<file path="src/sv/rwsp_pkg.sv">
package rwsp_pkg;

    // Block constants.
    localparam int TILE_SIZE      = 90;
    localparam int DIST_FRAC_BITS = 8;

    // Field widths.
    localparam int CRD_W  = 16;
    localparam int ANG_W  = 16;
    localparam int SH_W   = 12;
    localparam int DIST_W = 16;
    localparam int H_W    = 20;
    localparam int ROW_W  = 12;

    // Angle units: 1/64 degree.
    localparam int FULL_TURN    = 23040;
    localparam int HALF_TURN    = 11520;
    localparam int QUARTER_TURN = 5760;
    localparam int A_W          = 13;

    // Square root of (dx^2 + dy^2) << 16, two radicand bits per cell.
    localparam int SUM_W    = 2 * CRD_W + 1;
    localparam int SQ_IN_W  = SUM_W + 17;
    localparam int ROOT_W   = SQ_IN_W / 2;
    localparam int SQ_CELLS = ROOT_W;

    // Tile distance: floor((root << DIST_FRAC_BITS) / (TILE_SIZE * 256)).
    localparam longint E_DIV = longint'(TILE_SIZE) * 256;
    localparam int     X_W   = ROOT_W + DIST_FRAC_BITS;
    localparam int     E_W   = $clog2(((64'(1) << X_W) - 1) / E_DIV + 1);
    localparam longint E_M   = (64'(1) << X_W) / E_DIV;

    // Angle to Q30 radians: t = floor(a * PI_Q30 / HALF_TURN).
    localparam longint PI_Q30 = 64'd3373259426;
    localparam longint ANG_Q  = PI_Q30 / HALF_TURN;
    localparam longint ANG_R  = PI_Q30 % HALF_TURN;
    localparam int     AQ_W   = 31;
    localparam int     AR_W   = 26;
    localparam int     ANG_S  = 40;
    localparam longint ANG_M  = ((64'(1) << ANG_S) + HALF_TURN - 1) / HALF_TURN;
    localparam int     ANGM_W = 27;
    localparam int     T_W    = 31;

    // Cosine series in Q30.
    localparam int     R_W       = 31;
    localparam int     T2_W      = 32;
    localparam longint ONE_Q30   = 64'(1) << 30;
    localparam int     COS_CELLS = 5;
    localparam int     COS_DIVS [COS_CELLS] = '{90, 56, 30, 12, 2};

    // Slice height divider.
    localparam int NUM_W = SH_W + DIST_FRAC_BITS;

    typedef struct packed {
        logic [CRD_W-1:0]        viewer_x;
        logic [CRD_W-1:0]        viewer_y;
        logic [CRD_W-1:0]        hit_x;
        logic [CRD_W-1:0]        hit_y;
        logic signed [ANG_W-1:0] column_angle;
        logic signed [ANG_W-1:0] view_angle;
    } t_item;

    typedef struct packed {
        logic [DIST_W-1:0] corrected_distance;
        logic [H_W-1:0]    slice_height;
        logic [ROW_W-1:0]  top_row;
        logic [ROW_W-1:0]  bottom_row;
    } t_result;

    typedef struct packed {
        logic           neg;
        logic [A_W-1:0] ang;
    } t_ang;

    typedef struct packed {
        logic            neg;
        logic [E_W-1:0]  e;
        logic [T2_W-1:0] t2;
    } t_cos_side;

endpackage

</file>
<file path="src/sv/rwsp_cos_cell.sv">
module rwsp_cos_cell #(
    parameter int K = 90
) (
    input  logic                       i_clk,
    input  logic                       i_rst_n,
    input  logic                       i_en,
    input  logic                       i_valid,
    input  logic [rwsp_pkg::R_W-1:0]   i_r,
    input  rwsp_pkg::t_cos_side        i_side,
    output logic                       o_valid,
    output logic [rwsp_pkg::R_W-1:0]   o_r,
    output rwsp_pkg::t_cos_side        o_side
);
    import rwsp_pkg::*;

    // Reciprocal of K; the quotient it gives is short by at most one.
    localparam logic [31:0] RECIP = 32'((64'(1) << 32) / K);

    logic [R_W+T2_W-1:0] n_prod;
    logic [31:0]         n_q0;
    logic [31:0]         n_rem;
    logic [32:0]         n_q;
    logic [R_W-1:0]      n_r;

    logic [2:0]  r_valid;
    logic [31:0] r_x1;
    logic [31:0] r_x2;
    logic [63:0] r_p2;
    logic [R_W-1:0] r_r3;
    t_cos_side   r_side1;
    t_cos_side   r_side2;
    t_cos_side   r_side3;

    assign n_prod = R_W'(i_r) * i_side.t2;
    assign n_q0   = r_p2[63:32];
    assign n_rem  = r_x2 - 32'(n_q0 * 32'(K));
    assign n_q    = (n_rem >= 32'(K)) ? (33'(n_q0) + 33'd1) : 33'(n_q0);
    // One minus the term, clamped at zero.
    assign n_r    = (n_q >= 33'(ONE_Q30)) ? '0 : R_W'(33'(ONE_Q30) - n_q);

    always_ff @(posedge i_clk) begin
        if (!i_rst_n) begin
            r_valid <= '0;
        end else if (i_en) begin
            r_valid <= {r_valid[1:0], i_valid};
        end
    end

    always_ff @(posedge i_clk) begin
        if (i_en) begin
            r_x1    <= n_prod[61:30];
            r_side1 <= i_side;
            r_p2    <= r_x1 * RECIP;
            r_x2    <= r_x1;
            r_side2 <= r_side1;
            r_r3    <= n_r;
            r_side3 <= r_side2;
        end
    end

    assign o_valid = r_valid[2];
    assign o_r     = r_r3;
    assign o_side  = r_side3;
endmodule

</file>
<file path="config.mk">
export PLATFORM = sky130hd
export DESIGN_NAME = rwsp_cos_cell
export DESIGN_NICKNAME = d
export VERILOG_FILES = /design/src/sv/rwsp_pkg.sv /design/src/sv/rwsp_cos_cell.sv
export SDC_FILE = /design/constraint.sdc
export NUM_CORES = 2
export LEC_CHECK = 0
export BUFFER_PORTS_ARGS = -buffer_cell sky130_fd_sc_hd__buf_2
export CORE_UTILIZATION = 50
export DETAILED_ROUTE_END_ITERATION = 12
export HOLD_SLACK_MARGIN = 0.03
export PLACE_DENSITY_LB_ADDON = 0.15
export SLEW_MARGIN = 5
export SYNTH_ARGS = -nofsm -noshare
export SYNTH_HDL_FRONTEND = slang
export SYNTH_SLANG_ARGS = --single-unit
</file>
<file path="constraint.sdc">
create_clock -name i_clk -period 10 [get_ports i_clk]
set_input_delay 1 -clock i_clk [delete_from_list [all_inputs] [get_ports i_clk]]
set_output_delay 1 -clock i_clk [all_outputs]
set_load 0.01 [all_outputs]
</file>
# ---- Word-level counts from Yosys, hierarchy flattened
# Cells that the tools add are included.
dict set report classes {
  n_addsub 3
  mul 3
  n_mux 1
  order_cmp 2
}
# cell n
set ops {}
lappend ops {{31-bit by 32-bit multiplier with 62-bit output} 1}
lappend ops {{32-bit by 25-bit multiplier with 57-bit output (second input constant)} 1}
lappend ops {{32-bit by 7-bit greater-or-equal comparator with 1-bit output (second input constant)} 1}
lappend ops {{32-bit subtractor} 1}
lappend ops {{27-bit by 31-bit greater-or-equal comparator with 1-bit output (second input constant)} 1}
lappend ops {{26-bit by 6-bit multiplier with 31-bit output (second input constant)} 1}
lappend ops {{31-bit by 27-bit subtractor with 31-bit output (first input constant)} 1}
lappend ops {{26-bit by 1-bit adder with 27-bit output (second input constant)} 1}
lappend ops {{27-bit 2-to-1 mux} 1}
dict set report totals {
  word_cells 23
  out_inout_bits 84
  ff_bits 311
}

# ---- Logic depth before layout (Yosys ltp)
dict set report logic_depth {
  depth_word 5
  depth_mapped 39
}

# ---- Worst setup path after synthesis
# No wires, ideal clock.
dict set report synth_path {
  kind {input port to flip-flop}
  from {in i_r[16] in the netlist's numbering}
  to {reg r_x1[31] (data pin)}
  t_arrival_ns 8.179
  setup_slack_ns 1.562
  path_stages 32
  setup_ns 0.260
  required_time_ns 9.740
  path_buffers 1
  cell_sequence {clkbuf_1 nand2_1 fa_1 inv_1 fa_1 inv_1 fa_1 inv_1 fa_1 inv_1 fa_1 fa_1 inv_1 fa_1 inv_1 fa_1 inv_1 ha_1 a21oi_1 nor2b_1 o21ai_0 nand2b_1 or4_1 o211ai_1 a21oi_1 o211a_1 o31ai_1 o21ai_0 nand2_1 a21oi_1 a21oi_1 xnor2_1}
}
dict set report synth_between {
  elab_chain_cells 1
}
# item line
set synth_rtl {}
lappend synth_rtl {{start, declared} rwsp_cos_cell.sv:8} ;# input logic [rwsp_pkg::R_W-1:0] i_r,
lappend synth_rtl {{31-bit by 32-bit multiplier with 62-bit output} rwsp_cos_cell.sv:34} ;# assign n_prod = R_W'(i_r) * i_side.t2;
lappend synth_rtl {{net n_prod[61]} rwsp_cos_cell.sv:19} ;# logic [R_W+T2_W-1:0] n_prod;
lappend synth_rtl {{end signal, assigned} rwsp_cos_cell.sv:51} ;# r_x1 <= n_prod[61:30];
lappend synth_rtl {{end, declared} rwsp_cos_cell.sv:26} ;# logic [31:0] r_x1;
# The timed path passes the listed nets, and every way through them passes these cells.
# A chain may end at the register's enable or synchronous reset.

# ---- Worst setup path in the final report
dict set report layout_path {
  from {in i_r[7] in the netlist's numbering}
  to {reg r_x1[31] (data pin)}
}
# Same word-level chain as after synthesis.

==> run summary <==
## CTS
* **clock transition at the registers of the reported paths** 0.06 ns
* **CTS tree** done
* **number of clock sinks seen by CTS** 279
* **CTS H-tree lvls** 2
* **Hold Buf Count CTS** 0
* **CTS root buffer** sky130_fd_sc_hd__clkbuf_16
* **later-pin clock latency in the skew report** 0.60 ns
* **Clock Path Buffers** 3
* **clock buffers created by TritonCTS** 36

## Drt
* **met2 wire length** 67400 µm
* **DR top layer** met4
* **first-pass detailed-route iteration total** 7
* **detailed-route vias per instance** 5.26
* **post-route DRC violation count** 0
* **detailed-route wire length on metal 1** 60300 µm
* **via count of the routed design** 37071
* **number of violations reported at the end of detailed-routing iteration 0** 2232
* **wire length per cell** 20.4 µm
* **total detailed-routing wirelength** 144000 µm
* **metal3 WL** 10700 µm
* **number of antenna-violating nets in the routed design** 0

## STA
* **worst hold slack** 0.401 ns
* **maximum clock frequency** 108 MHz
* **sum of negative setup slack** 0 ns
* **number of max-slew violations in the final report** 0
* **Final period util** 0.926
* **Period minus WS final** 9.26 ns
* **headroom to the max-slew limit** 0.378
* **final hold violation count** 0
* **number of failing setup endpoints in the final timing report** 0
* **setup repair after global routing missed its margin** no
* **Clock Skew** 0.0371 ns
* **pin slew with the least headroom to its limit** 0.933 ns

## Yosys
* **fraction of synthesis flops using an asynchronous set or reset pin** 0
* **most instantiated cells after synthesis** sky130_fd_sc_hd__inv_1 (1406), sky130_fd_sc_hd__fa_1 (1156), sky130_fd_sc_hd__nand2_1 (880)
* **number of distinct standard cells referenced by the synthesized netlist** 92
* **synthesized instance count** 5512
* **number of warnings reported in the yosys synthesis log** 0
* **total of flip-flops plus latches after synthesis** 279
* **average size of a mapped cell** 9.95 µm²
* **dominant cells by area after synthesis** sky130_fd_sc_hd__fa_1 (42%), sky130_fd_sc_hd__edfxtp_1 (15%), sky130_fd_sc_hd__ha_1 (13%), sky130_fd_sc_hd__inv_1 (9.6%), sky130_fd_sc_hd__nand2_1 (6.0%)
* **biggest area consumer among synthesized cells** sky130_fd_sc_hd__fa_1
* **top_reg_cell synth** sky130_fd_sc_hd__edfxtp_1
* **Post-Syn Nets** 7345
* **most instantiated library cell after synthesis** sky130_fd_sc_hd__inv_1
* **number of enable-type register cells in the synthesized netlist** 276
* **Netlist Area Pre-Place** 54900 µm²
* **portion of synthesized cell area occupied by the leading cell type** 0.422
* **sequential element share of the synthesized area** 0.152

## Place
* **# port buffers** 170
* **post-detailed-placement half-perimeter wirelength** 120000 µm
* **placer congestion estimate** 0.948

## Setup path
* **critical path buffer and inverter count** 6
* **slowest stage cell on the critical path** sky130_fd_sc_hd__buf_2
* **Most Frequent Cell on Critical Path** sky130_fd_sc_hd__fa_1
* **crit path kind** input pin to flip-flop
* **Largest stage delay, worst path** 0.61 ns
* **Data required, critical path** 10.35 ns
* **cell type group with the largest total delay on the critical path** adder cells
* **largest driver fanout on the critical path** 32
* **Reg2Reg Launch Point** r_p2[35]$_DFFE_PP_
* **worst-case register-to-register setup slack** 0.77 ns
* **Critical Path Start** i_r[7]
* **data arrival at the endpoint of the critical path** 9.61 ns
* **startpoint types** input pin
* **element type at the critical path end** flip-flop

## Global route
* **number of antenna violations at the first check in global routing** 5
* **Overall Global Routing Usage** 0.268
* **maximum number of pins on one net before global-route repair** 77
* **via count of the first global-routing pass** 39808
* **total congestion overflow** 0
* **global-route wire length before repair** 227000 µm

## Run
* **max capacitance violation total** 0

## Status
* **outcome** completed

## Floorplanning
* **horizontal die dimension** 333 µm
* **full die area** 111000 µm²
* **initial cell density of the core** 0.504
* **Std-Cell Rows** 121
* **y dimension of the die** 333 µm
* **Top Ports** 171
* **area of the core** 109000 µm²

## Worst hold path
* **Hold Crit Class** flip-flop to flip-flop
* **worst hold start** r_side2[38]$_DFFE_PP_

## Layout
* **area added between synthesis and finish** 7.00%
* **fraction of final layout cells with drive strength greater than 1** 0.0639
* **diodes inserted** 0
* **net total in the final layout** 7440

-- cells by family after synthesis --
family                   after synthesis  share of synthesized area
flip-flops                           279                      0.152
multiplexers                          10                    0.00185
XOR/XNOR                             133                     0.0214
buffers and inverters               1613                      0.111
AND/OR/NAND/NOR                     1389                      0.114
AO/OA/AOI/OAI                        342                     0.0435
adder cells (fa/ha/maj)             1746                      0.556
-- worst register-to-register path: cells and delay by family, from the launching register on --
kind	cells	cell delay (ns)
buffers and inverters	2	0.11
muxes	1	0.30
xor gates and xnor gates	3	0.67
AOI/OAI and AO/OA	14	2.78
DFF	1	0.58
and+or+nand+nor	8	2.42
adders and majority gates	5	2.11
-- stage by stage --
stage | area (µm²) | std cells | util | worst slack (ns)
final | 58700 | 7049 | 0.539 | 0.744
after global routing | 58700 | 7049 | 0.539 | 0.0413
after CTS | 58700 | 7047 | 0.539 | 0.605
after detailed placement | 57400 | 6981 | 0.528 | 0.141
after global placement | 57400 | 6981 | 0.528 | 0.253
after floorplan | 54900 | 5512 | - | 1.56
-- cell type report --
cell class | count | area (µm²)
Fill cell | 9814 | 50100
Multi-Input combinational cell | 3620 | 40500
Sequential cell | 279 | 8350
Inverter | 1406 | 5280
Tap cell | 1414 | 1770
Clock inverter | 25 | 322
Timing Repair Buffer | 264 | 1620
Clock buffer | 41 | 920
-- sequential cells by signal, summed over array words and instances, names as in the netlist --
name / count
r_x1: 32
r_side1: 52
o_side: 52
r_valid: 3
r_side2: 52
o_r: 31
r_x2: 31
r_p2: 26
-- layer usage --
layer | vias to the layer above | global-route usage
li1 | 16809 | -
met1 | 18813 | 0.356
met2 | 1201 | 0.439
met3 | 248 | 0.0536
met4 | 0 | 0.0896
met5 | - | 0
-- placed cells by master (no fill, tap or decap), types with 9 or more instances in the layout --
cell type                   instances
sky130_fd_sc_hd__a211oi_1          21
sky130_fd_sc_hd__a21o_1            47
sky130_fd_sc_hd__a21oi_1           88
sky130_fd_sc_hd__and2_1           201
sky130_fd_sc_hd__and3_1            19
sky130_fd_sc_hd__buf_2            169
sky130_fd_sc_hd__buf_4             90
sky130_fd_sc_hd__clkbuf_16         36
sky130_fd_sc_hd__edfxtp_1         276
sky130_fd_sc_hd__fa_1            1156
sky130_fd_sc_hd__ha_1             590
sky130_fd_sc_hd__inv_1           1406
sky130_fd_sc_hd__mux2i_1            9
sky130_fd_sc_hd__nand2_1          880
sky130_fd_sc_hd__nand2b_1          22
sky130_fd_sc_hd__nand3_1           34
sky130_fd_sc_hd__nand4_1           24
sky130_fd_sc_hd__nor2_1            96
sky130_fd_sc_hd__nor2b_1           26
sky130_fd_sc_hd__nor3_1            33
sky130_fd_sc_hd__o21a_1            19
sky130_fd_sc_hd__o21ai_0           58
sky130_fd_sc_hd__or3_1             16
sky130_fd_sc_hd__xnor2_1           88
sky130_fd_sc_hd__xor2_1            44
-- path summary, 6_finish.rpt --
check,end,cells past startpoint
min,o_side[38]$_DFFE_PP_,0
max reg2reg,o_r[24]$_DFFE_PP_,33
min reg2reg,o_side[38]$_DFFE_PP_,0
max,r_x1[31]$_DFFE_PP_,30
-- what timing repair did --
item | in CTS | in global routing
gates resized for setup | 0 | 1
hold endpoints to repair | 0 | 0
buffers inserted | 0 | 2
setup endpoints to repair | 0 | 3
Power is not shown: default switching activity piles up to over one toggle a cycle in this logic, so the estimate is an artifact.
