===== config.mk =====
export PLATFORM = sky130hd
export DESIGN_NAME = rwsp_div_cell
export DESIGN_NICKNAME = d
export VERILOG_FILES = /design/src/sv/rwsp_pkg.sv /design/src/sv/rwsp_div_cell.sv
export SDC_FILE = /design/constraint.sdc
export NUM_CORES = 1
export LEC_CHECK = 0
export ABC_AREA = 0
export BUFFER_PORTS_ARGS = -buffer_cell sky130_fd_sc_hd__buf_4
export CORE_MARGIN = 10
export CORE_UTILIZATION = 40
export DETAILED_ROUTE_END_ITERATION = 6
export PLACE_DENSITY = 0.71
export SLEW_MARGIN = 5
export SYNTH_ARGS = -nofsm -noshare
export SYNTH_HDL_FRONTEND = slang
export SYNTH_SLANG_ARGS = --single-unit

===== constraint.sdc =====
create_clock -name i_clk -period 2.5 [get_ports i_clk]
set_input_delay 0.5 -clock i_clk [delete_from_list [all_inputs] [get_ports i_clk]]
set_output_delay 0.5 -clock i_clk [all_outputs]
set_load 0.02 [all_outputs]

===== src/sv/rwsp_pkg.sv =====
package rwsp_pkg;

    // Block constants.
    localparam int TILE_SIZE      = 90;
    localparam int DIST_FRAC_BITS = 8;

    // Field widths.
    localparam int CRD_W  = 16;
    localparam int ANG_W  = 16;
    localparam int SH_W   = 12;
    localparam int DIST_W = 16;
    localparam int H_W    = 20;
    localparam int ROW_W  = 12;

    // Angle units: 1/64 degree.
    localparam int FULL_TURN    = 23040;
    localparam int HALF_TURN    = 11520;
    localparam int QUARTER_TURN = 5760;
    localparam int A_W          = 13;

    // Square root of (dx^2 + dy^2) << 16, two radicand bits per cell.
    localparam int SUM_W    = 2 * CRD_W + 1;
    localparam int SQ_IN_W  = SUM_W + 17;
    localparam int ROOT_W   = SQ_IN_W / 2;
    localparam int SQ_CELLS = ROOT_W;

    // Tile distance: floor((root << DIST_FRAC_BITS) / (TILE_SIZE * 256)).
    localparam longint E_DIV = longint'(TILE_SIZE) * 256;
    localparam int     X_W   = ROOT_W + DIST_FRAC_BITS;
    localparam int     E_W   = $clog2(((64'(1) << X_W) - 1) / E_DIV + 1);
    localparam longint E_M   = (64'(1) << X_W) / E_DIV;

    // Angle to Q30 radians: t = floor(a * PI_Q30 / HALF_TURN).
    localparam longint PI_Q30 = 64'd3373259426;
    localparam longint ANG_Q  = PI_Q30 / HALF_TURN;
    localparam longint ANG_R  = PI_Q30 % HALF_TURN;
    localparam int     AQ_W   = 31;
    localparam int     AR_W   = 26;
    localparam int     ANG_S  = 40;
    localparam longint ANG_M  = ((64'(1) << ANG_S) + HALF_TURN - 1) / HALF_TURN;
    localparam int     ANGM_W = 27;
    localparam int     T_W    = 31;

    // Cosine series in Q30.
    localparam int     R_W       = 31;
    localparam int     T2_W      = 32;
    localparam longint ONE_Q30   = 64'(1) << 30;
    localparam int     COS_CELLS = 5;
    localparam int     COS_DIVS [COS_CELLS] = '{90, 56, 30, 12, 2};

    // Slice height divider.
    localparam int NUM_W = SH_W + DIST_FRAC_BITS;

    typedef struct packed {
        logic [CRD_W-1:0]        viewer_x;
        logic [CRD_W-1:0]        viewer_y;
        logic [CRD_W-1:0]        hit_x;
        logic [CRD_W-1:0]        hit_y;
        logic signed [ANG_W-1:0] column_angle;
        logic signed [ANG_W-1:0] view_angle;
    } t_item;

    typedef struct packed {
        logic [DIST_W-1:0] corrected_distance;
        logic [H_W-1:0]    slice_height;
        logic [ROW_W-1:0]  top_row;
        logic [ROW_W-1:0]  bottom_row;
    } t_result;

    typedef struct packed {
        logic           neg;
        logic [A_W-1:0] ang;
    } t_ang;

    typedef struct packed {
        logic            neg;
        logic [E_W-1:0]  e;
        logic [T2_W-1:0] t2;
    } t_cos_side;

endpackage


===== src/sv/rwsp_div_cell.sv =====
module rwsp_div_cell (
    input  logic                         i_clk,
    input  logic                         i_rst_n,
    input  logic                         i_en,
    input  logic                         i_valid,
    input  logic [rwsp_pkg::NUM_W-1:0]   i_num,
    input  logic [rwsp_pkg::DIST_W-1:0]  i_rem,
    input  logic [rwsp_pkg::NUM_W-1:0]   i_q,
    input  logic [rwsp_pkg::DIST_W-1:0]  i_d,
    output logic                         o_valid,
    output logic [rwsp_pkg::NUM_W-1:0]   o_num,
    output logic [rwsp_pkg::DIST_W-1:0]  o_rem,
    output logic [rwsp_pkg::NUM_W-1:0]   o_q,
    output logic [rwsp_pkg::DIST_W-1:0]  o_d
);
    import rwsp_pkg::*;

    logic [DIST_W:0] n_rem_sh;
    logic            n_fit;
    logic [DIST_W:0] n_rem;

    logic              r_valid;
    logic [NUM_W-1:0]  r_num;
    logic [DIST_W-1:0] r_rem;
    logic [NUM_W-1:0]  r_q;
    logic [DIST_W-1:0] r_d;

    // Restoring division, one quotient bit per cell.
    assign n_rem_sh = {i_rem, i_num[NUM_W-1]};
    assign n_fit    = (n_rem_sh >= {1'b0, i_d});
    assign n_rem    = n_fit ? (n_rem_sh - {1'b0, i_d}) : n_rem_sh;

    always_ff @(posedge i_clk) begin
        if (!i_rst_n) begin
            r_valid <= 1'b0;
        end else if (i_en) begin
            r_valid <= i_valid;
        end
    end

    always_ff @(posedge i_clk) begin
        if (i_en) begin
            r_num <= i_num << 1;
            r_rem <= n_rem[DIST_W-1:0];
            r_q   <= {i_q[NUM_W-2:0], n_fit};
            r_d   <= i_d;
        end
    end

    assign o_valid = r_valid;
    assign o_num   = r_num;
    assign o_rem   = r_rem;
    assign o_q     = r_q;
    assign o_d     = r_d;
endmodule


Word level (Yosys, flattened, before mapping)

Cells that the tools add are included.
W data, S select, Z words.

Register bits after elaboration: 72
Input bits: 76
Output and inout bits: 73
Logic and storage cells: 8

Add/subtract/negate cells: 1
$lt $le $gt $ge: 1
Mux-type cells: 1

Operators by type and width:

| kind             | number |
|---|---|
| $ge A17 B16 Y1   | 1 |
| $mux W16         | 1 |
| $sub A16 B16 Y16 | 1 |

Depth between registers and ports, before layout

Gate-level depths: netlist (run 1).

Depth in word-level cells: 2
Depth in mapped cells: 12
Gate-level depth less buffers: 9

Worst setup path before layout (run 1)

Ideal clock, no wire load.

Path kind: input -> register
Start point: input i_d[12] (netlist name)
End point: register r_rem[10], in the netlist o_rem[10], data pin
Arrival: 2.454 ns
Data required time: 2.240 ns
Slack: -0.214 ns
Stages on the path: 12
Cell sequence: inv_1 -> ha_1 -> buf_6 -> and2_4 -> buf_6 -> a221o_1 -> a21boi_4 -> and2_4 -> buf_8 -> inv_4 -> buf_12 -> mux2_4

Longest elaborated chain between the ends: 2

Ends and longest elaborated chain:

| what                   | line                | text |
|---|---|---|
| start: declaration     | rwsp_div_cell.sv:9  | `input logic [rwsp_pkg::DIST_W-1:0] i_d,` |
| $ge A17 B16 Y1         | rwsp_div_cell.sv:30 | `assign n_fit = (n_rem_sh >= {1'b0, i_d});` |
| net n_fit              | rwsp_div_cell.sv:19 | `logic n_fit;` |
| $mux W16               | rwsp_div_cell.sv:31 | `assign n_rem = n_fit ? (n_rem_sh - {1'b0, i_d}) : n_rem_sh;` |
| net n_rem[10]          | rwsp_div_cell.sv:20 | `logic [DIST_W:0] n_rem;` |
| end signal: assignment | rwsp_div_cell.sv:44 | `r_rem <= n_rem[DIST_W-1:0];` |
| end: declaration       | rwsp_div_cell.sv:24 | `logic [DIST_W-1:0] r_rem;` |

The timed path passes the listed nets, and every way through them passes these cells.
A chain may end at the register's enable or synchronous reset.

Worst setup path after layout (run 1)

Start point: input i_num[19] (netlist name)
End point: register r_rem[12], in the netlist o_rem[12], data pin

Longest elaborated chain between the ends: 2
Elaborated cells between the ends (all ways): 3

Ends and longest elaborated chain:

| what                                                      | line                                     | text |
|---|---|---|
| start: declaration                                        | rwsp_div_cell.sv:6                       | `input logic [rwsp_pkg::NUM_W-1:0] i_num,` |
| $sub A16 B16 Y16 / $ge A17 B16 Y1 (equally long branches) | rwsp_div_cell.sv:31, rwsp_div_cell.sv:30 |  |
| $mux W16 *                                                | rwsp_div_cell.sv:31                      |  |
| net n_rem[12]                                             | rwsp_div_cell.sv:20                      |  |

The timed path passes the listed nets; every way through them passes the cells marked *.

==> out/results.ini, run 1 <==
[critical_path]
critPathKind = primary input to register
endpoint = o_rem[12]
r2r-end = o_valid
worst_setup_path_start_kind = primary input
critPathRequiredTime_ns = 2.60
crit_start = i_num[19]
regToRegStartpoint = o_valid
reg2regPathDepth = 2
setup.worst_path.end_class = register
reg2reg_slack_ns = 1.90
cp.arrival_ns = 2.44
crit_fanout = 4

[clock_tree]
clk_latency_ns = 0.35
hold_buffers = 0
htreeDepth = 3
cts_tree = built
numCtsBuffers = 9
clk_path_buf_depth = 2
cts_resized = 0
root_buffer = clkbuf_8
clk_pin_slew_ns = 0.08
cts_setup_buffers = 0
clock_sinks = 72

[sta]
fin_skew_ns = 0
finalHoldViolations = 0
slew_violations = 0
layout_min_cycle_time_ns = 2.34
tns_ns = 0
setup_violations = 0
fin_crit_sh_pct = 93.6
rsz0062_at_grt = false
fmax_ghz = 0.427

[pwr]
ir_worst_vdd_mv = 0.407
power_leakage_uw = 0.00231
p_per_area_nw_per_um2 = 663
total_power_uw = 3360

[global_routing]
grt_max_degree = 35
gr-total-overflow = 0
track_usage_pct = 15.2
grt_pass1_vias = 2689
grt_pass1_wl_um = 14900
antenna_found_initial = 0

[synth]
ys_top_cells_by_area = edfxtp_1 (63%), ha_1 (5.9%), mux2_4 (3.6%), inv_1 (2.1%), o21ai_0 (1.3%)
yosys_warnings = 0
ys_seq_area_share_pct = 63.8
synth_edf_count = 71
synth_commonest_cells = edfxtp_1 (71), inv_1 (19), ha_1 (16), nor2_1 (12), o21ai_0 (9)
ys_async_sr_fraction_pct = 0
yosys.area_share.xor_xnor_pct = 2.34
synth_top_area_share_pct = 63.3
syn_inst = 229
synth_fa_ha_area_share_pct = 6.53
ys_seq_elements = 72
synthMuxAreaShare_pct = 4.49
synth-main-ff-cell = edfxtp_1
synth-simple-area-share_pct = 6.35
synth_area_leader_cell = edfxtp_1
synth_compound_area_share_pct = 12.0
synth_fp_nets = 322
netlist_area_um2 = 3370
synth_top_family_by_area = compound AO/OA/AOI/OAI gates
synth.distinct_cells = 49
yosysMostFrequentCell = edfxtp_1
avgSynthCellArea_um2 = 14.7

[finish]
layout-drive-gt1-share_pct = 51.2
num_antenna_cells = 0
area_growth_pct = 50.1
final_cells = 525
final_core_util_pct = 61.6
nets = 508

[drt]
avgViaCountPerCell = 4.94
ant_nets = 0
drtIter0Drc = 123
drc = 0
firstDrtPassIters = 4
vias = 2593
routed_wl_um = 9820
wl_per_cell_um = 18.7

[hold_path]
hp-start = i_q[18]
min_path_type = primary input to register

[placement]
routabilityCongestion = 0.849
post-dp-hpwl_um = 7980
dp_cells = 509
io_buffers = 146

[die]
core.rowCount = 33
boundaryPins = 149
die_h_um = 112
dieArea_um2 = 12500
core_area_um2 = 8220
die_w_um = 112
start_util_pct = 41.0

[outcome]
outcome = finished clean

[job]
maxCapViolCount = 0

## placed cells by master (no fill, tap or decap), drive strengths merged, types with 6 or more instances in the layout
cell    count
buf       181
o21ai      10
edfxtp     71
o21a        6
inv        22
nor2       12
ha         16
nand3       7
mux2        9
clkbuf     10
## area by class of cell
type,instances,area (um2)
tap,105,131
clock inverter,6,90.1
fill,627,3160
clock buffer,10,128
multi-input combinational,131,1100
inverter,20,90.1
sequential,72,2150
timing repair buffer,181,1370
## where the power goes
| part | internal, uW | switching, uW |
|---|---|---|
| combinational | 417 | 418 |
| sequential | 1460 | 31.9 |
| clock | 568 | 458 |
| total | 2450 | 909 |
## state kept, by name, indices dropped and copies added, names as in the netlist
| register | flops |
|---|---|
| o_valid | 1 |
| o_num | 19 |
| o_rem | 16 |
| o_q | 20 |
| o_d | 16 |
## cells by family (layout without fill, tap and decap cells)
family	Yosys count	after routing
AND/OR/NAND/NOR	41	41
AO/OA/AOI/OAI	52	52
flip-flops	72	72
XOR/XNOR	9	9
multiplexers	11	11
adder cells (fa/ha/maj)	17	17
buffers and inverters	26	217
other	1	1
## per-layer routing
metal / GRT usage, % / wire, um
met1: 17.7 / 4090
met2: 25.0 / 4650
met3: 5.31 / 912
met4: 6.26 / 163
met5: 0 / 0
## worst max-delay path, stage by stage
cell     delay (ns)
buf_4          0.11
inv_1          0.05
ha_1           0.17
fa_1           0.22
nor2b_1        0.07
o31ai_1        0.31
a21oi_1        0.12
buf_4          0.17
a211o_1        0.32
xor2_1         0.15
mux2_4         0.25
## worst min path at each step
| stage | to | slack, ns | cells past startpoint |
|---|---|---|---|
| after global placement | o_valid | 0.50 | 2 |
| after detailed placement | o_valid | 0.52 | 2 |
| after floorplan | o_valid | 0.59 | 2 |
| final | o_q[19] | 0.32 | 1 |
| after global routing | o_num[13] | 0.30 | 1 |
| after CTS | o_q[19] | 0.31 | 1 |
## through the flow
stage	area, um2	hold slack (ns)	worst slack, ns
floorplan	3410	0.589	-0.191
global placement	4840	0.501	-0.128
detailed placement	4840	0.520	-0.196
CTS	5060	0.307	0.180
global route	5060	0.301	0.0376
finish	5060	0.324	0.160
(Power assumes the default switching activity.)
==> inputs of run 2 (changes only) <==
Settings changed: SETUP_SLACK_MARGIN set to 0.4.
==> run 2 against run 1 <==
  * Clock skew unchanged
  * Power increased by 3.7%
  * Clock power about the same
  * Critical endpoint unchanged
  * Non-clock buffer count grew 12
==> out/results.ini, run 2 (synthesis gave the netlist of run 1 again) <==
[global_routing]
antenna_found_initial = 0  ; unchanged
track_usage_pct = 15.9  ; +0.65 points
grt_pass1_wl_um = 15800  ; +6.3%
grt_max_degree = 35  ; unchanged
gr-total-overflow = 0  ; unchanged
grt_pass1_vias = 2791  ; +3.8%

[finish]
area_growth_pct = 61.7
nets = 521  ; +2.6%
layout-drive-gt1-share_pct = 60.7  ; +9.5 points
largest_reg_flops = 20  ; unchanged
final_common_cell = buf_4
n_fill_cell = 612  ; -2.4%
num_antenna_cells = 0  ; unchanged
layout_common_cells = buf_4 (185), edfxtp_1 (71), ha_4 (13)

[critical_path]
critPathKind = primary input to register
reg2reg_slack_ns = 1.91  ; about the same
max_stage_delay_ns = 0.32  ; about the same
critPathRequiredTime_ns = 2.60  ; about the same
setup.worst_path.end_class = register
worst_setup_path_start_kind = primary input
cp.arrival_ns = 2.24  ; -0.20 ns
crit_fanout = 4  ; unchanged
cp_cell_sequence = buf_8 > inv_6 > ha_4 > fa_2 > nor2b_4 > o31ai_4 > a21oi_1 > buf_4 > a211o_1 > xor2_1 > mux2_4
cp_slowest_cell = a211o_1

[drt]
firstDrtPassIters = 5  ; +1
avgViaCountPerCell = 5.02  ; +1.6%
routed_wl_um = 10600  ; +7.5%
drtIter0Drc = 140  ; +14%
vias = 2701  ; +4.2%
drc = 0  ; unchanged
ant_nets = 0  ; unchanged
wl_per_cell_um = 19.6  ; +4.9%

[hold_path]
min_path_type = primary input to register

[sta]
fmax_ghz = 0.466  ; +9.0%
setup_violations = 0  ; unchanged
slew_violations = 0  ; unchanged
fin_skew_ns = 0  ; unchanged
tns_ns = 0  ; unchanged
layout_setup_ws_ns = 0.354  ; +0.194 ns
layout_min_cycle_time_ns = 2.15  ; -0.194 ns
rsz0062_at_grt = true
fin_crit_sh_pct = 85.9  ; -7.7 points
finalHoldViolations = 0  ; unchanged

[die]
die_h_um = 112  ; unchanged
die_w_um = 112  ; unchanged
dieArea_um2 = 12500  ; unchanged
start_util_pct = 41.0  ; unchanged
core_area_um2 = 8220  ; unchanged
core.rowCount = 33  ; unchanged
boundaryPins = 149  ; unchanged

[clock_tree]
clk_latency_ns = 0.34  ; about the same
root_buffer = clkbuf_8
htreeDepth = 3  ; unchanged
clk_pin_slew_ns = 0.08  ; about the same
numCtsBuffers = 9  ; unchanged
clk_path_buf_depth = 2  ; unchanged
hold_buffers = 0  ; unchanged
clock_sinks = 72  ; unchanged
cts_tree = built

[placement]
post-dp-hpwl_um = 7870  ; -1.4%
io_buffers = 146  ; unchanged
pre_cts_ws_ns = -0.139  ; +0.0572 ns
routabilityCongestion = 0.842  ; -0.88%

[pwr]
power_leakage_uw = 0.00240  ; +3.8%
p_per_area_nw_per_um2 = 638  ; -3.7%
ir_worst_vdd_mv = 0.315  ; -23%

[outcome]
outcome = finished clean

[job]
maxCapViolCount = 0  ; unchanged

run 2: changes by cell type in the layout (fill, tap and decap cells not counted), moves of 3 or more:
cell,before,now
ha_1,14,3
ha_4,2,13
inv_1,18,11
buf_4,180,185
buf_6,0,5
inv_2,0,5
o31ai_1,5,1
a211oi_1,3,0
a211oi_2,0,3
run 2: final timing paths:
check,to,start,cells past startpoint
worst max-delay path,o_rem[12],i_num[19],11
worst min-delay path,o_num[10],i_num[9],1
worst max register to register,o_valid,o_valid,2
worst min register to register,o_valid,o_valid,2
run 2: layer usage:
layer | routed length, um | GRT usage (%) | vias to the layer above
met3 | 1040 | 5.85 | 18
li1 | - | - | 1268
met4 | 140 | 3.94 | 0
met5 | 0 | 0 | -
met1 | 4210 | 18.3 | 1281
met2 | 5160 | 27.2 | 134
run 2: final cells by class:
class                           count  area, um2  share of cell area (%)
Clock buffer                       10        128                    2.34
Timing Repair inverter              1       8.76                   0.161
Clock inverter                      6       92.6                    1.70
Sequential cell                    72       2150                    39.5
Inverter                           20        103                    1.88
Multi-Input combinational cell    131       1340                    24.6
Timing Repair Buffer              193       1500                    27.4
Tap cell                          105        131                    2.41
run 2: where the power goes:
| part | total (uW) | switching, uW | internal, uW | leakage, uW |
|---|---|---|---|---|
| clock network | 1030 | 461 | 568 | 0.000103 |
| registers | 1490 | 32.5 | 1460 | 0.000703 |
| logic | 958 | 468 | 489 | 0.00159 |
| total | 3480 | 961 | 2520 | 0.00240 |
run 2: what timing repair did:
action                                  CTS  global route
endpoints found under the setup margin   12            13
setup buffers                             8             4
gates resized for setup                  43            17
pin swaps                                21            11
cloned                                    1             0
run 2: worst max-delay path: cells and delay by family:
family                   cells  cell delay (ns)
AO/OA/AOI/OAI                3             0.61
multiplexers                 1             0.25
XOR/XNOR                     1             0.15
AND/OR/NAND/NOR              1             0.05
adder cells (fa/ha/maj)      2             0.36
buffers and inverters        3             0.31
run 2: metrics by stage:
step,hold slack [ns],instances,util [%],total power (uW),cell area [um2]
after global placement,0.500,509,58.9,2350,4840
after global routing,0.309,538,66.3,3630,5450
after CTS,0.318,534,64.8,3460,5330
final,0.328,538,66.3,3480,5450
after detailed placement,0.514,509,58.9,2370,4840
after floorplan,0.589,229,-,1950,3410
