**config.mk**
```make
export PLATFORM = sky130hd
export DESIGN_NAME = rwsp_sqrt_cell
export DESIGN_NICKNAME = d
export VERILOG_FILES = /design/src/sv/rwsp_pkg.sv /design/src/sv/rwsp_sqrt_cell.sv
export SDC_FILE = /design/constraint.sdc
export NUM_CORES = 1
export LEC_CHECK = 0
export CAP_MARGIN = 20
export CORE_MARGIN = 2
export CORE_UTILIZATION = 40
export CTS_CLUSTER_SIZE = 24
export DETAILED_ROUTE_END_ITERATION = 16
export DONT_BUFFER_PORTS = 1
export GPL_TIMING_DRIVEN = 0
export MAX_ROUTING_LAYER = met4
export PLACE_DENSITY = 0.57
export RECOVER_POWER = 25
export SYNTH_ARGS = -nofsm -noshare
export SYNTH_HDL_FRONTEND = slang
export SYNTH_SLANG_ARGS = --single-unit
```
**constraint.sdc**
```tcl
create_clock -name i_clk -period 7.4 [get_ports i_clk]
set_input_delay 0.37 -clock i_clk [delete_from_list [all_inputs] [get_ports i_clk]]
set_output_delay 0.37 -clock i_clk [all_outputs]
set_load 0.005 [all_outputs]
```
**src/sv/rwsp_pkg.sv**
```systemverilog
package rwsp_pkg;

    // Block constants.
    localparam int TILE_SIZE      = 90;
    localparam int DIST_FRAC_BITS = 8;

    // Field widths.
    localparam int CRD_W  = 16;
    localparam int ANG_W  = 16;
    localparam int SH_W   = 12;
    localparam int DIST_W = 16;
    localparam int H_W    = 20;
    localparam int ROW_W  = 12;

    // Angle units: 1/64 degree.
    localparam int FULL_TURN    = 23040;
    localparam int HALF_TURN    = 11520;
    localparam int QUARTER_TURN = 5760;
    localparam int A_W          = 13;

    // Square root of (dx^2 + dy^2) << 16, two radicand bits per cell.
    localparam int SUM_W    = 2 * CRD_W + 1;
    localparam int SQ_IN_W  = SUM_W + 17;
    localparam int ROOT_W   = SQ_IN_W / 2;
    localparam int SQ_CELLS = ROOT_W;

    // Tile distance: floor((root << DIST_FRAC_BITS) / (TILE_SIZE * 256)).
    localparam longint E_DIV = longint'(TILE_SIZE) * 256;
    localparam int     X_W   = ROOT_W + DIST_FRAC_BITS;
    localparam int     E_W   = $clog2(((64'(1) << X_W) - 1) / E_DIV + 1);
    localparam longint E_M   = (64'(1) << X_W) / E_DIV;

    // Angle to Q30 radians: t = floor(a * PI_Q30 / HALF_TURN).
    localparam longint PI_Q30 = 64'd3373259426;
    localparam longint ANG_Q  = PI_Q30 / HALF_TURN;
    localparam longint ANG_R  = PI_Q30 % HALF_TURN;
    localparam int     AQ_W   = 31;
    localparam int     AR_W   = 26;
    localparam int     ANG_S  = 40;
    localparam longint ANG_M  = ((64'(1) << ANG_S) + HALF_TURN - 1) / HALF_TURN;
    localparam int     ANGM_W = 27;
    localparam int     T_W    = 31;

    // Cosine series in Q30.
    localparam int     R_W       = 31;
    localparam int     T2_W      = 32;
    localparam longint ONE_Q30   = 64'(1) << 30;
    localparam int     COS_CELLS = 5;
    localparam int     COS_DIVS [COS_CELLS] = '{90, 56, 30, 12, 2};

    // Slice height divider.
    localparam int NUM_W = SH_W + DIST_FRAC_BITS;

    typedef struct packed {
        logic [CRD_W-1:0]        viewer_x;
        logic [CRD_W-1:0]        viewer_y;
        logic [CRD_W-1:0]        hit_x;
        logic [CRD_W-1:0]        hit_y;
        logic signed [ANG_W-1:0] column_angle;
        logic signed [ANG_W-1:0] view_angle;
    } t_item;

    typedef struct packed {
        logic [DIST_W-1:0] corrected_distance;
        logic [H_W-1:0]    slice_height;
        logic [ROW_W-1:0]  top_row;
        logic [ROW_W-1:0]  bottom_row;
    } t_result;

    typedef struct packed {
        logic           neg;
        logic [A_W-1:0] ang;
    } t_ang;

    typedef struct packed {
        logic            neg;
        logic [E_W-1:0]  e;
        logic [T2_W-1:0] t2;
    } t_cos_side;

endpackage

```
**src/sv/rwsp_sqrt_cell.sv**
```systemverilog
module rwsp_sqrt_cell (
    input  logic                          i_clk,
    input  logic                          i_rst_n,
    input  logic                          i_en,
    input  logic                          i_valid,
    input  logic [rwsp_pkg::SQ_IN_W-1:0]  i_rad,
    input  logic [rwsp_pkg::ROOT_W-1:0]   i_rem,
    input  logic [rwsp_pkg::ROOT_W-1:0]   i_root,
    input  rwsp_pkg::t_ang                i_side,
    output logic                          o_valid,
    output logic [rwsp_pkg::SQ_IN_W-1:0]  o_rad,
    output logic [rwsp_pkg::ROOT_W-1:0]   o_rem,
    output logic [rwsp_pkg::ROOT_W-1:0]   o_root,
    output rwsp_pkg::t_ang                o_side
);
    import rwsp_pkg::*;

    logic [ROOT_W+1:0] n_rem_sh;
    logic [ROOT_W+1:0] n_trial;
    logic              n_fit;
    logic [ROOT_W+1:0] n_rem;

    logic                r_valid;
    logic [SQ_IN_W-1:0]  r_rad;
    logic [ROOT_W-1:0]   r_rem;
    logic [ROOT_W-1:0]   r_root;
    t_ang                r_side;

    // Bring down the next two radicand bits and try the new root bit.
    assign n_rem_sh = {i_rem, i_rad[SQ_IN_W-1 -: 2]};
    assign n_trial  = {i_root, 2'b01};
    assign n_fit    = (n_rem_sh >= n_trial);
    assign n_rem    = n_fit ? (n_rem_sh - n_trial) : n_rem_sh;

    always_ff @(posedge i_clk) begin
        if (!i_rst_n) begin
            r_valid <= 1'b0;
        end else if (i_en) begin
            r_valid <= i_valid;
        end
    end

    always_ff @(posedge i_clk) begin
        if (i_en) begin
            r_rad  <= i_rad << 2;
            r_rem  <= n_rem[ROOT_W-1:0];
            r_root <= {i_root[ROOT_W-2:0], n_fit};
            r_side <= i_side;
        end
    end

    assign o_valid = r_valid;
    assign o_rad   = r_rad;
    assign o_rem   = r_rem;
    assign o_root  = r_root;
    assign o_side  = r_side;
endmodule

```
After elaboration in Yosys (flattened, before gate mapping)
Index checks and enable logic that the tools add are counted.

Word-level logic and storage cells: 9. Output and inout bits: 115. Input port bits: 118. Flip-flop bits (word level): 113.

$lt $le $gt $ge: 1. $add $sub $neg: 1. Multiplexer cells: 1.

Operators by type and width (count): $ge 27x27->1 (1); $mux 25 (1); $sub 25x25->25 (1).

Logic depth before layout (Yosys ltp)
Gate-level depths: netlist of the first run.

Depth after elaboration: 2. Mapped depth: 12. Depth with buffers taken out: 9.

Worst setup path after synthesis of the first run
No wires, ideal clock.

Path type: input to register. From: input i_root[7] (netlist name). To: register r_rem[10], in the netlist o_rem[10] (data pin). Setup time: 260 ps. Arrival time: 2375 ps. Path buffers: 2. Data required time: 7140 ps. Slack: 4764 ps. Stages on the path: 11. Cells stage by stage: inv_1 > ha_1 > and3_1 > nand2_1 > a2111oi_4 > o31ai_4 > and2_4 > buf_12 > inv_8 > buf_12 > mux2_4.

Cells in the longest elaborated chain, start to end: 2. Elaborated cells between the ends (all ways): 3. Classes of those cells: add/sub: 1; order compare: 1; mux: 1.

Ends and longest elaborated chain: start: declaration (line rwsp_sqrt_cell.sv:8) `input logic [rwsp_pkg::ROOT_W-1:0] i_root,`; $ge 27x27->1 (line rwsp_sqrt_cell.sv:32) `assign n_fit = (n_rem_sh >= n_trial);`; named net n_fit (line rwsp_sqrt_cell.sv:20) `logic n_fit;`; $mux 25 (line rwsp_sqrt_cell.sv:33) `assign n_rem = n_fit ? (n_rem_sh - n_trial) : n_rem_sh;`; named net n_rem[10] (line rwsp_sqrt_cell.sv:21) `logic [ROOT_W+1:0] n_rem;`; end signal: assignment (line rwsp_sqrt_cell.sv:46) `r_rem <= n_rem[ROOT_W-1:0];`; end: declaration (line rwsp_sqrt_cell.sv:25) `logic [ROOT_W-1:0] r_rem;`.

The timed path passes the listed nets, and every way through them passes these cells. A chain may end at the register's enable or synchronous reset.

Worst setup path after layout of the first run
From: input i_root[14] (netlist name). To: register r_rem[14], in the netlist o_rem[14] (data pin).

Same word-level chain as after synthesis.

==> metrics.md, run 1 <==
| Metric | Value |
|---|---|
| Slew of the pin with the lowest slew margin | `0.720 ns` |
| RSZ-0062 raised after global routing | `false` |
| Number of top-level design ports | `233` |
| Total power of the final layout | `1.91 mW` |
| Startpoint type of the worst setup path | `input port` |
| Detailed-placement wirelength estimate | `9840 µm` |
| Clock transition at the registers of the reported paths | `0.06 ns` |
| Outcome | `completed` |
| Number of gates given a new drive strength after cts | `0` |
| Largest fanout on the critical path | `10` |
| Finished Layout Cells | `616` |
| Portion of synthesized cell area occupied by the leading cell type | `61.8%` |
| Buffers on Ports | `0` |
| Min setup slack post-route | `4.77 ns` |
| Yosys top cell by area | `sky130_fd_sc_hd__edfxtp_1` |
| Max Transition Viols Final | `0` |
| Post-layout net count | `572` |
| Post-route minimum period | `2.63 ns` |
| Synthesized instance count | `407` |
| Pre-CTS setup slack | `4.37 ns` |
| Leakage power | `2.39 nW` |
| Number of vias per cell after detailed routing | `5.48` |
| Number of sinks on the clock net | `113` |
| Row cnt | `42` |
| Cell Pwr Density | `302 nW/µm²` |
| Global placer's final weighted congestion | `0.887` |
| Area added between synthesis and finish | `16.2%` |
| Most used standard cells in the synthesized netlist | `sky130_fd_sc_hd__edfxtp_1, sky130_fd_sc_hd__inv_1, sky130_fd_sc_hd__ha_1, sky130_fd_sc_hd__nand2_1, sky130_fd_sc_hd__a21oi_1` |
| Hold violation total from the final report | `0` |
| Post-Syn Area per Cell | `13.4 µm²` |
| Worst Hold Slack | `0.0553 ns` |
| Worst setup skew after layout | `0 ns` |
| Die boundary height | `121 µm` |
| Fraction of layout instances using a drive strength above 1 | `15.7%` |
| Maximum operating frequency | `380 MHz` |
| Number of antenna violations at the first check in global routing | `0` |
| Yosys reg bits | `113` |
| Initial DRC count | `235` |
| CTS HTree Levels | `4` |
| First-pass GRT wire length | `19200 µm` |
| Design area | `6330 µm²` |
| Insertion delay of the later-clocked pin in the worst-skew pair | `0.40 ns` |
| Post-synth design cell area | `5450 µm²` |
| Part of the cycle the worst path needs | `35.5%` |
| Number of violations of the max-capacitance limit | `0` |
| Final design utilization | `47.6%` |
| Total die area | `14600 µm²` |
| Final setup violation count | `0` |
| Worst Setup Path Type | `in -> reg` |
| Post-CTS Setup Repair Bufs | `0` |
| CTS buffer count | `17` |
| Number of unique standard cell types used by synthesis | `59` |
| Horizontal die dimension | `121 µm` |
| Worst EP required | `7.55 ns` |
| Total placed cells including tap cells | `584` |
| Maximum clock path buffer count | `2` |
| Aggregate global routing overflow | `0` |
| Crit path arrival time | `2.78 ns` |
| Detailed Route WL | `13100 µm` |
| CTS tree | `done` |
| Post-CTS Hold Buffers | `0` |
| Hold/Removal Path Class | `in -> reg` |
| Post-detailed-route wirelength per cell | `21.3 µm` |
| DRC violation count after routing | `0` |
| Area of the core | `13300 µm²` |
| Routed via count | `3376` |
| Critical path capture point type | `flop` |
| Pre-Repair DR Iteration Count | `5` |
| Count of antenna-violating nets left after detailed routing | `0` |
| Final TNS setup | `0 ns` |
| Maximum number of pins on one net before global-route repair | `114` |
| Count of antenna diodes in the layout | `0` |
| Initial Util | `41.0%` |
| Count of yosys warnings during synthesis | `0` |
| Vias in the first global route | `3333` |
| Number of flops mapped to enable cells by yosys | `112` |
| Root Driver | `sky130_fd_sc_hd__clkbuf_16` |
| Area post-placement | `5670 µm²` |
| Worst supply voltage drop on vdd | `0.000135 V` |
| Number of fillers in the final layout | `1156` |
| Main area contributors after synthesis | `sky130_fd_sc_hd__edfxtp_1, sky130_fd_sc_hd__ha_1, sky130_fd_sc_hd__a21oi_1, sky130_fd_sc_hd__inv_1, sky130_fd_sc_hd__mux2_4` |
| Async set or reset register ratio after synthesis | `0%` |
| Most frequent cell after synthesis | `sky130_fd_sc_hd__edfxtp_1` |
| Most used DFF post-synth | `sky130_fd_sc_hd__edfxtp_1` |
| Overall fraction of global-route tracks in use | `18.0%` |
| Part of the Yosys area used for sequential elements | `62.1%` |
| Max-Slew Margin vs Limit | `51.5%` |
## final cells by class
cell class	instances	area, µm²	area share (%)
buffer	15	108	1.70
clock buffer	18	429	6.78
clock inverter	14	230	3.64
inverter	33	131	2.08
multi-input combinational	247	1830	28.9
sequential	113	3380	53.4
tap	176	220	3.48
## report_power, final
part / internal (mW) / switching, mW / total, mW
Clock: 0.604 / 0.301 / 0.905
Sequential: 0.777 / 0.0343 / 0.812
Combinational: 0.0869 / 0.107 / 0.194
Total: 1.47 / 0.442 / 1.91
## layout by cell type, fill, tap and decap left out, types with 3 or more instances in the layout
cell type	n
sky130_fd_sc_hd__a21oi_1	25
sky130_fd_sc_hd__nand3_1	13
sky130_fd_sc_hd__o21ai_0	19
sky130_fd_sc_hd__a21boi_0	3
sky130_fd_sc_hd__nor4_1	4
sky130_fd_sc_hd__mux2_4	8
sky130_fd_sc_hd__nand4_1	6
sky130_fd_sc_hd__mux2i_1	3
sky130_fd_sc_hd__clkbuf_1	3
sky130_fd_sc_hd__bufinv_16	5
sky130_fd_sc_hd__nand2b_1	3
sky130_fd_sc_hd__clkbuf_16	17
sky130_fd_sc_hd__a211oi_1	5
sky130_fd_sc_hd__nand2_1	26
sky130_fd_sc_hd__o21a_1	8
sky130_fd_sc_hd__xnor2_1	11
sky130_fd_sc_hd__ha_1	27
sky130_fd_sc_hd__a21o_1	3
sky130_fd_sc_hd__nor3b_1	4
sky130_fd_sc_hd__and2_1	3
sky130_fd_sc_hd__mux2_2	6
sky130_fd_sc_hd__o31ai_1	6
sky130_fd_sc_hd__inv_1	32
sky130_fd_sc_hd__edfxtp_1	112
sky130_fd_sc_hd__clkinv_4	6
sky130_fd_sc_hd__nor2_1	13
sky130_fd_sc_hd__or2_2	3
sky130_fd_sc_hd__nor3_1	9
sky130_fd_sc_hd__buf_2	8
sky130_fd_sc_hd__nor2b_1	3
## cells by family (layout without fill, tap and decap cells)
family | count (synthesis) | in the layout | synth area share [%]
other cells | 1 | 2 | 0.0689
xor+xnor | 13 | 13 | 2.09
simple gates | 95 | 95 | 8.94
compound gates | 93 | 93 | 12.2
fa+ha+maj | 27 | 27 | 6.20
mux | 17 | 17 | 4.00
flops | 113 | 113 | 62.1
buf+inv | 48 | 80 | 4.39
## worst max-delay path, cell delays in order
cell and delay [ns]:
sky130_fd_sc_hd__inv_1 0.02, sky130_fd_sc_hd__ha_1 0.25, sky130_fd_sc_hd__buf_2 0.17, sky130_fd_sc_hd__a21oi_1 0.23, sky130_fd_sc_hd__o21ai_0 0.29, sky130_fd_sc_hd__o31ai_4 0.57
sky130_fd_sc_hd__and2_4 0.24, sky130_fd_sc_hd__buf_12 0.14, sky130_fd_sc_hd__inv_8 0.05, sky130_fd_sc_hd__buf_12 0.14, sky130_fd_sc_hd__mux2_4 0.29
## path summary, 6_finish.rpt
path | start | endpoint | slack, ns | cells past startpoint
min | i_rad[18] | o_rad[20] | 0.06 | 0
min reg2reg | o_valid | o_valid | 0.57 | 2
max reg2reg | o_valid | o_valid | 6.77 | 2
max | i_root[14] | o_rem[14] | 4.77 | 11
## state kept, by name (all words and copies together), names as in the netlist
| register | cells |
|---|---|
| o_rem | 25 |
| o_root | 25 |
| o_valid | 1 |
| o_rad | 48 |
| o_side | 14 |
## routing by layer
layer  GRT usage (%)  vias up  wire [µm]
met3            6.23       11       1070
met2            30.9      159       6770
met1            19.6     1622       5120
li1                -     1584          -
met5               -        -          0
met4            6.10        0        160
(Power assumes the default switching activity.)
==> run 2, diff against run 1 <==
==> constraint.sdc (replaced) <==
create_clock -name i_clk -period 2.7 [get_ports i_clk]
set_input_delay 0.135 -clock i_clk [delete_from_list [all_inputs] [get_ports i_clk]]
set_output_delay 0.135 -clock i_clk [all_outputs]
set_load 0.005 [all_outputs]
==> metrics.md, run 2 (synthesis gave the netlist of run 1 again) <==
| Metric | Value |
|---|---|
| Top library cells by usage in the layout, fill and taps aside | `sky130_fd_sc_hd__edfxtp_1, sky130_fd_sc_hd__dlygate4sd3_1, sky130_fd_sc_hd__inv_1, sky130_fd_sc_hd__ha_1, sky130_fd_sc_hd__nand2_1` |
| DRC violation count after routing | `0 (unchanged)` |
| Critical Path Most Common Cell | `sky130_fd_sc_hd__buf_12` |
| Pre-CTS setup slack | `-0.0970 ns (-4.47 ns)` |
| Total placed cells including tap cells | `584 (unchanged)` |
| Worst reg2reg path startpoint | `o_valid` |
| Worst supply voltage drop on vdd | `0.000373 V (+180%)` |
| CTS tree | `done` |
| Launch point of the critical path | `i_root[16]` |
| Horizontal die dimension | `121 µm (unchanged)` |
| Critical path capture point type | `flop` |
| Number of vias per cell after detailed routing | `5.20 (-5.0%)` |
| Violated checks | `hold timing` |
| Number of sinks on the clock net | `113 (unchanged)` |
| Maximum clock path buffer count | `2 (unchanged)` |
| Number of top-level design ports | `233 (unchanged)` |
| CTS buffer count | `17 (unchanged)` |
| Pre-Repair DR Iteration Count | `4 (-1)` |
| CTS HTree Levels | `4 (unchanged)` |
| Routed via count | `3784 (+12%)` |
| Hold violation total from the final report | `79 (+79)` |
| Worst Hold Slack | `-0.162 ns (-0.217 ns)` |
| Final TNS setup | `0 ns (unchanged)` |
| Overall fraction of global-route tracks in use | `19.6% (+1.6 points)` |
| Post-detailed-route wirelength per cell | `19.6 µm (-8.2%)` |
| Aggregate global routing overflow | `0 (unchanged)` |
| Area added between synthesis and finish | `36.6%` |
| Max-Slew Margin vs Limit | `51.5% (about the same)` |
| Worst hold path startpoint | `i_en` |
| Number of fillers in the final layout | `1107 (-4.2%)` |
| Global placer's final weighted congestion | `0.887 (unchanged)` |
| Worst setup skew after layout | `0 ns (unchanged)` |
| Max Transition Viols Final | `0 (unchanged)` |
| Number of violations of the max-capacitance limit | `0 (unchanged)` |
| Total power of the final layout | `5.38 mW (+180%)` |
| Worst EP required | `2.85 ns (-4.70 ns)` |
| Clock transition at the registers of the reported paths | `0.06 ns (about the same)` |
| Number of gates given a new drive strength after cts | `0 (unchanged)` |
| Detailed Route WL | `14200 µm (+8.3%)` |
| Final setup violation count | `0 (unchanged)` |
| Post-layout net count | `683 (+19%)` |
| Final design utilization | `56.0% (+8.4 points)` |
| Buffers on Ports | `0 (unchanged)` |
| Detailed-placement wirelength estimate | `9840 µm (unchanged)` |
| Cells traversed along the worst timing path | `inv_1 -> ha_1 -> buf_2 -> a21oi_1 -> o21ai_0 -> o31ai_4 -> and2_4 -> buf_12 -> inv_8 -> buf_12 -> mux2_4` |
| Maximum number of pins on one net before global-route repair | `114 (unchanged)` |
| Total die area | `14600 µm² (unchanged)` |
| Min setup slack post-route | `0.311 ns (-4.46 ns)` |
| Initial DRC count | `260 (+11%)` |
| Vias in the first global route | `3864 (+16%)` |
| Part of the cycle the worst path needs | `88.5%` |
| First-pass GRT wire length | `21100 µm (+10%)` |
| Cell Pwr Density | `723 nW/µm² (+140%)` |
| Outcome | `finished, violations left` |
| Area post-placement | `5670 µm² (unchanged)` |
| Die boundary height | `121 µm (unchanged)` |
| Design area | `7440 µm² (+18%)` |
| Count of antenna-violating nets left after detailed routing | `0 (unchanged)` |
| Root Driver | `sky130_fd_sc_hd__clkbuf_16` |
| Number of antenna violations at the first check in global routing | `0 (unchanged)` |
| Slew of the pin with the lowest slew margin | `0.720 ns (-0.000396 ns)` |
| Largest fanout on the critical path | `10 (unchanged)` |
| Number of flip-flops under the largest register name | `48 (unchanged)` |
| Startpoint type of the worst setup path | `input port` |
| Fraction of layout instances using a drive strength above 1 | `12.5% (-3.2 points)` |
| Most common cell after layout, fill and taps aside | `sky130_fd_sc_hd__edfxtp_1` |
| Number of buffer and inverter stages on the critical path | `5 (unchanged)` |
| Critical path's top delay family | `compound AO/OA/AOI/OAI gates` |
| Initial Util | `41.0% (unchanged)` |
| Post-CTS Hold Buffers | `111 (+111)` |
| Insertion delay of the later-clocked pin in the worst-skew pair | `0.40 ns (about the same)` |
| Leakage power | `2.85 nW (+20%)` |
| Worst Setup Path Type | `in -> reg` |
| Hold/Removal Path Class | `in -> reg` |
| Finished Layout Cells | `727 (+18%)` |
| Count of antenna diodes in the layout | `0 (unchanged)` |
| Post-route minimum period | `2.39 ns` |
| RSZ-0062 raised after global routing | `false` |
| Area of the core | `13300 µm² (unchanged)` |
| Crit path arrival time | `2.54 ns (-0.24 ns)` |
| Row cnt | `42 (unchanged)` |
| Post-CTS Setup Repair Bufs | `0 (unchanged)` |
| Slowest cell on the critical path | `sky130_fd_sc_hd__o31ai_4` |
| Maximum operating frequency | `419 MHz` |
| CP max stage delay | `0.57 ns (about the same)` |
## run 2: cell types whose count changed in the layout (fill, tap and decap cells not counted)
cell / change
sky130_fd_sc_hd__dlygate4sd3_1: +111
## run 2: path summary, 6_finish.rpt
| check | depth (start not counted) | endpoint | slack [ns] |
|---|---|---|---|
| min | 0 | o_root[21] | -0.16 |
| min reg2reg | 3 | o_valid | 1.13 |
| max reg2reg | 3 | o_valid | 1.51 |
| max | 11 | o_rem[15] | 0.31 |
## run 2: routing by layer
metal | vias up | share of wire, % | track usage (%)
met4 | 0 | 1.4 | 6.61
met1 | 1796 | 41 | 22.4
met3 | 15 | 6.6 | 4.58
met5 | - | 0 | -
met2 | 170 | 51 | 34.0
li1 | 1803 | - | -
## run 2: worst register-to-register path: stages, from the launching register on
cell and delay [ns]:
sky130_fd_sc_hd__dfxtp_1 0.34, sky130_fd_sc_hd__mux2i_1 0.13, sky130_fd_sc_hd__nor2b_1 0.06, sky130_fd_sc_hd__dlygate4sd3_1 0.55
## run 2: final cells by class
cell class	instances	area [µm²]	area share [%]
Tap cell	176	220	2.96
Clock inverter	14	230	3.09
Timing Repair Buffer	111	1110	14.9
Multi-Input combinational cell	247	1830	24.6
Buffer	15	108	1.45
Sequential cell	113	3380	45.5
Clock buffer	18	429	5.77
Inverter	33	131	1.77
## run 2: power by group
part           internal [mW]  total (mW)  switching, mW  leakage, nW
Combinational          0.345       0.666          0.321         1.43
Sequential              2.13        2.23         0.0965         1.10
Clock                   1.65        2.49          0.832        0.317
==> run 3, diff against run 2 <==
--- a/config.mk
+++ b/config.mk
@@ -8,6 +8,7 @@
 export CAP_MARGIN = 20
 export CORE_MARGIN = 2
 export CORE_UTILIZATION = 40
+export CTS_BUF_LIST = sky130_fd_sc_hd__clkbuf_16
 export CTS_CLUSTER_SIZE = 24
 export DETAILED_ROUTE_END_ITERATION = 16
 export DONT_BUFFER_PORTS = 1
@@ -15,6 +16,7 @@
 export MAX_ROUTING_LAYER = met4
 export PLACE_DENSITY = 0.57
 export RECOVER_POWER = 25
+export SKIP_CTS_REPAIR_TIMING = 1
 export SYNTH_ARGS = -nofsm -noshare
 export SYNTH_HDL_FRONTEND = slang
 export SYNTH_SLANG_ARGS = --single-unit
==> metrics.md, run 3 (synthesis gave the netlist of run 1 again) <==
| Metric | Value |
|---|---|
| Maximum operating frequency | `419 MHz (+0.14%)` |
| Post-detailed-route wirelength per cell | `19.7 µm (+0.64%)` |
| Clock transition at the registers of the reported paths | `0.06 ns (about the same)` |
| Global placer's final weighted congestion | `0.887 (unchanged)` |
| Area of the core | `13300 µm² (unchanged)` |
| CTS HTree Levels | `4 (unchanged)` |
| Count of antenna diodes in the layout | `0 (unchanged)` |
| Pre-Repair DR Iteration Count | `4 (unchanged)` |
| Pre-CTS setup slack | `-0.0970 ns (unchanged)` |
| Post-layout net count | `683 (unchanged)` |
| Critical path capture point type | `flop` |
| Max-Slew Margin vs Limit | `51.3% (-0.22 points)` |
| Worst EP required | `2.85 ns (about the same)` |
| Met1 Routed Length | `5790 µm (+0.47%)` |
| Top library cells by usage in the layout, fill and taps aside | `sky130_fd_sc_hd__edfxtp_1, sky130_fd_sc_hd__dlygate4sd3_1, sky130_fd_sc_hd__inv_1, sky130_fd_sc_hd__ha_1, sky130_fd_sc_hd__nand2_1` |
| Fraction of layout instances using a drive strength above 1 | `12.5% (unchanged)` |
| Finished Layout Cells | `727 (unchanged)` |
| Count of antenna-violating nets left after detailed routing | `0 (unchanged)` |
| Uppermost layer routed | `met4` |
| Number of fillers in the final layout | `1085 (-2.0%)` |
| Crit path arrival time | `2.54 ns (about the same)` |
| Insertion delay of the later-clocked pin in the worst-skew pair | `0.40 ns (about the same)` |
| Part of the cycle the worst path needs | `88.4% (-0.12 points)` |
| CTS buffer count | `17 (unchanged)` |
| Final setup violation count | `0 (unchanged)` |
| Min setup slack post-route | `0.314 ns (+0.00332 ns)` |
| Total power of the final layout | `5.38 mW (about the same)` |
| Detailed-placement wirelength estimate | `9840 µm (unchanged)` |
| Total placed cells including tap cells | `584 (unchanged)` |
| Hold violation total from the final report | `112 (+42%)` |
| Root Driver | `sky130_fd_sc_hd__clkbuf_16` |
| Total area of multi-input combinational cells | `1830 µm² (unchanged)` |
| Buffers on Ports | `0 (unchanged)` |
| Overall fraction of global-route tracks in use | `18.0% (-1.6 points)` |
| Hold/Removal Path Class | `in -> reg` |
| Total die area | `14600 µm² (unchanged)` |
| Number of violations of the max-capacitance limit | `0 (unchanged)` |
| Initial DRC count | `280 (+7.7%)` |
| Final design utilization | `56.0% (unchanged)` |
| CTS tree | `done` |
| Worst Hold Slack | `-0.160 ns (+0.00209 ns)` |
| DRC violation count after routing | `0 (unchanged)` |
| Violated checks | `hold timing` |
| Number of vias per cell after detailed routing | `5.21 (+0.18%)` |
| Number of top-level design ports | `233 (unchanged)` |
| Initial Util | `41.0% (unchanged)` |
| Maximum number of pins on one net before global-route repair | `114 (unchanged)` |
| Seq. cell area | `3380 µm² (unchanged)` |
| Die boundary height | `121 µm (unchanged)` |
| Number of sinks on the clock net | `113 (unchanged)` |
| Leakage power | `2.86 nW (+0.15%)` |
| Detailed Route WL | `14300 µm (+0.64%)` |
| Worst supply voltage drop on vdd | `0.000373 V (about the same)` |
| Slew of the pin with the lowest slew margin | `0.723 ns (+0.00320 ns)` |
| Detailed-routed wire length on met2 | `7390 µm (+0.98%)` |
| Number of flip-flops under the largest register name | `48 (unchanged)` |
| RSZ-0062 raised after global routing | `false` |
| Maximum clock path buffer count | `2 (unchanged)` |
| Worst Setup Path Type | `in -> reg` |
| Vias in the first global route | `3333 (-14%)` |
| Area added between synthesis and finish | `36.6% (unchanged)` |
| Horizontal die dimension | `121 µm (unchanged)` |
| Number of antenna violations at the first check in global routing | `0 (unchanged)` |
| Cell Pwr Density | `723 nW/µm² (about the same)` |
| Row cnt | `42 (unchanged)` |
| Largest fanout on the critical path | `10 (unchanged)` |
| First-pass GRT wire length | `19200 µm (-9.1%)` |
| Most common cell after layout, fill and taps aside | `sky130_fd_sc_hd__edfxtp_1` |
| Routed length on met3 | `973 µm (+3.7%)` |
| Worst setup skew after layout | `0 ns (unchanged)` |
| Startpoint type of the worst setup path | `input port` |
| Post-route minimum period | `2.39 ns (-0.00332 ns)` |
| Routed via count | `3791 (+0.18%)` |
| Max Transition Viols Final | `0 (unchanged)` |
| Aggregate global routing overflow | `0 (unchanged)` |
| Outcome | `finished, violations left` |
[run 3: cell types whose count changed in the layout (fill, tap and decap cells not counted), sizes merged]
cell	before	now
clkbuf	21	20
inv	35	36
[run 3: metrics by stage]
step / TNS [ns] / cell area, µm²
after floorplan: 0 / 5450
after global placement: -0.922 / 5670
after detailed placement: -0.814 / 5670
after CTS: 0 / 6330
after global routing: 0 / 7440
final: 0 / 7440
[run 3: area by class of cell]
type | instances | area share [%]
sequential | 113 | 45.5
multi-input combinational | 247 | 24.6
timing repair buffer | 111 | 14.9
clock buffer | 17 | 5.72
clock inverter | 15 | 3.14
tap | 176 | 2.96
inverter | 33 | 1.77
buffer | 15 | 1.45
[run 3: path summary, 6_finish.rpt]
| kind | from | to | slack, ns | cells after the start |
|---|---|---|---|---|
| worst min register to register | o_valid | o_valid | 1.13 | 3 |
| worst max-delay path | i_root[14] | o_rem[15] | 0.31 | 11 |
| worst max register to register | o_valid | o_valid | 1.51 | 3 |
| worst min-delay path | i_en | o_root[21] | -0.16 | 0 |
[run 3: metal layers]
metal,vias to the layer above,global-route usage (%)
met2,160,30.9
li1,1803,-
met4,0,6.10
met3,11,6.23
met1,1817,19.6
met5,-,-
[run 3: power breakdown]
part | internal, mW | switching [mW]
clock | 1.65 | 0.834
sequential | 2.13 | 0.0968
combinational | 0.345 | 0.321
[run 3: critical path, cell delays in order]
cell and delay (ns):
sky130_fd_sc_hd__inv_1 0.02, sky130_fd_sc_hd__ha_1 0.25, sky130_fd_sc_hd__buf_2 0.17, sky130_fd_sc_hd__a21oi_1 0.23
sky130_fd_sc_hd__o21ai_0 0.29, sky130_fd_sc_hd__o31ai_4 0.56, sky130_fd_sc_hd__and2_4 0.24, sky130_fd_sc_hd__buf_12 0.14
sky130_fd_sc_hd__inv_8 0.05, sky130_fd_sc_hd__buf_12 0.14, sky130_fd_sc_hd__mux2_4 0.29
